<file path="src/rtl/core/lfsp_pkg.sv">
// Package for the lidar frame scan packetizer: sizes, codes, item and result types.
// It has no dependencies. The front, the back and the top level use it.
`timescale 1ns / 1ps
package lfsp_pkg;
	localparam int MAX_FRAMES        = 64;
	localparam int FRAME_BYTES       = 58;
	localparam int FRAMES_PER_PACKET = 20;
	localparam int HEADER_LEN        = 14;
	localparam int BANK_BYTES        = MAX_FRAMES * FRAME_BYTES;
	localparam int STORE_DEPTH       = 2 * BANK_BYTES;
	localparam int ADDR_W            = $clog2(STORE_DEPTH);
	localparam int FPOS_W            = $clog2(FRAME_BYTES + 1);
	localparam int FB_IDX_W          = $clog2(FRAME_BYTES);
	localparam int FILL_W            = $clog2(MAX_FRAMES + 1);
	localparam int PKT_CNT_MAX       = (MAX_FRAMES + FRAMES_PER_PACKET - 1) / FRAMES_PER_PACKET;
	localparam int PCNT_W            = $clog2(PKT_CNT_MAX + 1);
	localparam int PLEN_MAX          = HEADER_LEN + FRAMES_PER_PACKET * FRAME_BYTES;
	localparam int OFF_W             = $clog2(PLEN_MAX + 1);
	localparam logic [7:0] SYNC_FIRST  = 8'hA5;
	localparam logic [7:0] SYNC_SECOND = 8'h5A;
	localparam logic [15:0] THRESHOLD_RESET = 16'd18000;
	localparam logic [1:0] REG_SEND_ENABLE   = 2'd0;
	localparam logic [1:0] REG_WRAP_THRESHOLD = 2'd1;

	typedef enum logic [2:0] {
		EV_NONE    = 3'd0,
		EV_STORED  = 3'd1,
		EV_CLOSED  = 3'd2,
		EV_DROPPED = 3'd3,
		EV_BAD_SUM = 3'd4
	} event_t;

	typedef enum logic [1:0] {
		ST_IDLE,
		ST_COPY,
		ST_READ
	} state_t;

	typedef struct packed {
		logic       is_pull;
		logic [7:0] data;
	} item_t;

	typedef struct packed {
		event_t     ev;
		logic       overrun;
		logic       out_valid;
		logic [7:0] out_byte;
		logic       packet_end;
		logic       scan_end;
	} result_t;

	function automatic logic [7:0] magic_byte(input logic [1:0] idx);
		logic [7:0] r;
		case (idx)
			2'd0:    r = 8'h4E;
			2'd1:    r = 8'h31;
			2'd2:    r = 8'h30;
			default: r = 8'h53;
		endcase
		return r;
	endfunction

	function automatic logic [PCNT_W-1:0] pkt_count(input logic [FILL_W-1:0] n);
		logic [PCNT_W-1:0] r;
		r = PCNT_W'(PKT_CNT_MAX);
		for (int k = PKT_CNT_MAX; k >= 0; k--) begin
			if (k * FRAMES_PER_PACKET >= int'(n)) begin
				r = PCNT_W'(k);
			end
		end
		return r;
	endfunction
endpackage

</file>
<file path="src/rtl/core/lfsp_front.sv">
// Front part: accepts items, classifies them as received bytes or pulls, and queues them.
// It depends on lfsp_pkg.
`timescale 1ns / 1ps
module lfsp_front (
	input  logic            clk,
	input  logic            arst_n,
	input  logic            push,
	output logic            full,
	input  logic            command,
	input  logic [7:0]      data_byte,
	output logic            item_valid,
	output lfsp_pkg::item_t item,
	input  logic            item_take
);
	lfsp_pkg::item_t q_q [2];
	logic       wptr_q;
	logic       rptr_q;
	logic [1:0] cnt_q;
	logic       do_push;
	logic       do_pop;

	assign full       = (cnt_q == 2'd2);
	assign item_valid = (cnt_q != 2'd0);
	assign item       = q_q[rptr_q];
	assign do_push    = push && !full;
	assign do_pop     = item_take && item_valid;

	always_ff @(posedge clk) begin
		if (do_push) begin
			q_q[wptr_q].is_pull <= command;
			q_q[wptr_q].data    <= data_byte;
		end
	end

	always_ff @(posedge clk or negedge arst_n) begin
		if (!arst_n) begin
			wptr_q <= 1'b0;
			rptr_q <= 1'b0;
			cnt_q  <= 2'd0;
		end else begin
			if (do_push) begin
				wptr_q <= ~wptr_q;
			end
			if (do_pop) begin
				rptr_q <= ~rptr_q;
			end
			cnt_q <= cnt_q + {1'b0, do_push} - {1'b0, do_pop};
		end
	end
endmodule

</file>
<file path="config.mk">
export PLATFORM = sky130hd
export DESIGN_NAME = lfsp_front
export DESIGN_NICKNAME = d
export VERILOG_FILES = /design/src/rtl/core/lfsp_pkg.sv /design/src/rtl/core/lfsp_front.sv
export SDC_FILE = /design/constraint.sdc
export NUM_CORES = 1
export LEC_CHECK = 0
export BUFFER_PORTS_ARGS = -buffer_cell sky130_fd_sc_hd__buf_4
export CAP_MARGIN = 15
export CORE_ASPECT_RATIO = 0.75
export CORE_UTILIZATION = 40
export DETAILED_ROUTE_END_ITERATION = 10
export GPL_ROUTABILITY_DRIVEN = 0
export GPL_TIMING_DRIVEN = 0
export PLACE_DENSITY = 0.67
export RECOVER_POWER = 25
export SYNTH_ARGS = -nofsm -noshare
export SYNTH_HDL_FRONTEND = slang
export SYNTH_SLANG_ARGS = --single-unit
</file>
<file path="constraint.sdc">
create_clock -name clk -period 2.4 [get_ports clk]
set_clock_uncertainty 0.05 [all_clocks]
set_input_delay 0.48 -clock clk [delete_from_list [all_inputs] [get_ports clk]]
set_output_delay 0.48 -clock clk [all_outputs]
set_load 0.02 [all_outputs]
</file>
# Word-level counts from Yosys, hierarchy flattened
# Memories as Yosys holds them, arrays and structs flattened.
# Cells that the tools add are included.
# op_classes
addsub	2
n_eq_ne	1
muxes	2
bitwise	2
reduce_logical	4
# op_table
cell	n
$add A2 B1 Y2	1
$eq A2 B2 Y1 const B	1
$logic_and A1 B1 Y1	2
$mux W1	2
$not A1 Y1	2
$reduce_bool A2 Y1	1
$sub A2 B1 Y2	1
$logic_not A1 Y1	1
# word_totals
register_bits	4
mem_bits_rw	18
in_bits	13
output_inout_bits	11
word_cells	15
memories	1
# memory_table
name	words	word_bits	rd	rd_ports_with_merged_regs	wr	line_no	source
q_q	2	9	1	0	1	lfsp_front.sv:15	lfsp_pkg::item_t q_q [2];

# Logic depth before layout (Yosys ltp)
# depth
ltp_word	5
mapped_depth	7

# Least setup slack after synthesis
# Ideal clock, no wire load.
# synth_path
path_kind	reg-to-reg
from	register cnt_q[1]
to	register cnt_q[1]
setup_time_ns	0.123
arrival_ns	1.543
path_slack_ns	0.684
path_stages_with_launch	8
n_path_buf	0
synth_period_minus_slack_ns	1.716
path_cell_list	dfrtp_1 > or2_4 > and2_4 > ha_1 > inv_1 > ha_1 > xnor2_1 > xnor2_1
# synth_between
word_cells_on_any_way	7
cone_classes	2 x add/sub; 1 x eq/ne; 4 x reduce/logical
# synth_lines
item	line_no	source
start, declared	lfsp_front.sv:18	logic [1:0] cnt_q;
start signal, assigned	lfsp_front.sv:47	cnt_q <= cnt_q + {1'b0, do_push} - {1'b0, do_pop};
$reduce_bool A2 Y1	lfsp_front.sv:23	assign item_valid = (cnt_q != 2'd0);
via item_valid	lfsp_front.sv:11	output logic item_valid,
$logic_and A1 B1 Y1	lfsp_front.sv:26	assign do_pop = item_take && item_valid;
via do_pop	lfsp_front.sv:20	logic do_pop;
$sub A2 B1 Y2	lfsp_front.sv:47	
# The timed path passes the listed nets, and every way through them passes these cells.
# A chain may end at the register's enable or synchronous reset.

==> results.json <==
{
  "drc": 0,
  "root_buffer": "clkbuf_4",
  "nFillCells": 176,
  "htree_levels": 1,
  "slowest_stage": "mux2_2",
  "syn_area_per_cell_um2": 18.52,
  "power.density_mw_per_mm2": 1197,
  "cp-end-kind": "output pin",
  "dr.pass1.iters": 4,
  "syn_area_um2": 852.1,
  "p_leak_nw": 0.4351,
  "status": "complete, no violations",
  "start_util": 0.4230,
  "placed_area_mm2": 0.001055,
  "synth_nets": 61,
  "setup_tns_ns": 0,
  "cts_buffer_depth": 2,
  "vias": 475,
  "async_flop_share": 0.1818,
  "synth_enable_flop_cells": 18,
  "synth-seq-cells": 22,
  "final_cell_mix": "edfxtp_1, buf_4, mux2_2",
  "final_antenna_net_count": 0,
  "worst_pin_slew_ns": 0.7915,
  "min_path_type": "input port to register",
  "io_pins": 24,
  "areaGrowthSynthToFinish_pct": 27.17,
  "dieArea_mm2": 0.002321,
  "vias_per_cell": 4.847,
  "post_cts_buffers": 0,
  "max_stage_delay_ns": 0.38,
  "placed_cells": 93,
  "grt_pass1_wl_um": 2442,
  "cap_violations": 0,
  "diodes": 0,
  "multi_input_area_um2": 198.9,
  "die_y_um": 41.97,
  "insertion_delay_ns": 0.30,
  "rsz0062_at_grt": "no",
  "overflow": 0,
  "die-width_um": 55.30,
  "grt_max_degree": 13,
  "ir_drop_mv": 0.6497,
  "seq_area_frac_synth": 0.7518,
  "yosysWarnings": 0,
  "rows": 14,
  "synth_cell_type_count": 14,
  "crit_type": "register to output pin",
  "path_clk_slew_ns": 0.11,
  "drive_gt1_frac": 0.4865,
  "fin_util": 0.5379,
  "final_common_cell": "edfxtp_1",
  "fmax_mhz": 513.0,
  "portBuffers": 23,
  "ctsResizeCount": 0,
  "synth_ff_type": "edfxtp_1",
  "cts_sinks": 22,
  "cp_cell_sequence": "buf_2 > mux2_2 > buf_4",
  "drt-total-wl_um": 1414,
  "grtUsageTotal": 0.1468,
  "cts_tree": "built",
  "dp_hpwl_um": 991.3,
  "synthCells": 46,
  "cts_made_buffers": 3,
  "final_cells": 98,
  "post_drt_wl_per_cell_um": 14.43,
  "hold_viol": 0,
  "fin_crit_sh": 0.8122,
  "final-setup-viol-count": 0,
  "cp.arrival_ns": 1.42,
  "path_buf_inv": 2,
  "maxSlewHeadroom": 0.4704,
  "fin_nets": 90,
  "antenna_found_initial": 0,
  "drt_iter0_drc": 7,
  "period_needed_ns": 1.949,
  "core_area_mm2": 0.002014,
  "startpoint_type": "register",
  "seq_area_um2": 640.6,
  "cp_data_required_time_ns": 1.87,
  "fin_area_mm2": 0.001084,
  "critical_path.max_fanout": 10,
  "grt_pass1_vias": 507,
  "cpLargestDelayFamily": "buffers and inverters",
  "drv_slew": 0
}
## metrics by stage
| stage | setup slack, ns | hold WS, ns | power [mW] |
|---|---|---|---|
| after detailed placement | 0.6486 | 0.2332 | 1.155 |
| final | 0.4508 | 0.3231 | 1.297 |
| after global routing | 0.3705 | 0.2971 | 1.384 |
| after global placement | 0.6672 | 0.2307 | 1.133 |
| after floorplan | 0.6844 | 0.1344 | 0.9472 |
| after CTS | 0.4299 | 0.2960 | 1.320 |
## cell type report
class / instances / share of cell area
Tap cell: 24 / 0.02771
Inverter: 2 / 0.006928
Clock inverter: 1 / 0.003464
Clock buffer: 3 / 0.02079
Buffer: 1 / 0.004619
Multi-Input combinational cell: 21 / 0.1836
Timing Repair Buffer: 24 / 0.1617
Sequential cell: 22 / 0.5912
## cell families (layout without fill, tap and decap cells)
kind of cell | count (synthesis) | after routing | synth area share
adder cells (fa/ha/maj) | 2 | 2 | 0.02936
AND/OR/NAND/NOR | 6 | 6 | 0.04406
flip-flops | 22 | 22 | 0.7518
multiplexers | 9 | 9 | 0.1189
XOR/XNOR | 4 | 4 | 0.04112
buffers and inverters | 3 | 31 | 0.01468
## cell usage after synthesis (all sizes together) (2+ instances only)
cell	n	area [um^2]
mux2	9	101.4
inv	2	7.510
edfxtp	18	540.5
dfrtp	4	100.1
xnor2	3	26.28
ha	2	25.02
## routing by layer
layer | vias to the layer above | GRT usage | part of all wire
li1 | 227 | - | -
met1 | 233 | 0.1719 | 0.41
met2 | 13 | 0.2530 | 0.54
met3 | 2 | 0.05556 | 0.040
met4 | 0 | 0.04500 | 0.0092
met5 | - | 0 | 0
## worst paths after layout
| path | from | end | slack [ns] | depth (start not counted) |
|---|---|---|---|---|
| hold reg to reg | wptr_q | wptr_q | 0.45 | 1 |
| setup / recovery | rptr_q | item[0] | 0.45 | 3 |
| hold / removal | data_byte[5] | q_q[1][5] | 0.32 | 1 |
| setup reg to reg | cnt_q[1] | cnt_q[1] | 0.64 | 7 |
| min in group asynchronous | arst_n | rptr_q | 0.48 | 2 |
| max in group asynchronous | arst_n | wptr_q | 1.71 | 2 |
## registers in the layout (all words and copies together), names as in the netlist
register	count
wptr_q	1
q_q	18
cnt_q	2
rptr_q	1
## power by group
part	internal (mW)	leakage (nW)	total, mW	switching, mW
Clock	0.0606	0.0154	0.161	0.100
Combinational	0.270	0.206	0.563	0.293
Sequential	0.533	0.214	0.573	0.0396
## timing repair
item | 4_1_cts | 5_1_grt
endpoints found under the setup margin | 0 | 0
hold buffers | 1 | 0
hold endpoints to repair | 4 | 0
## worst reg2reg max path: cells and delay by family, from the launching register on
kind | cells | cell delay, ns
XOR/XNOR | 2 | 0.30
buffers and inverters | 1 | 0.04
AND/OR/NAND/NOR | 2 | 0.42
flip-flops | 1 | 0.43
adder cells (fa/ha/maj) | 2 | 0.45
(Power assumes the default switching activity.)
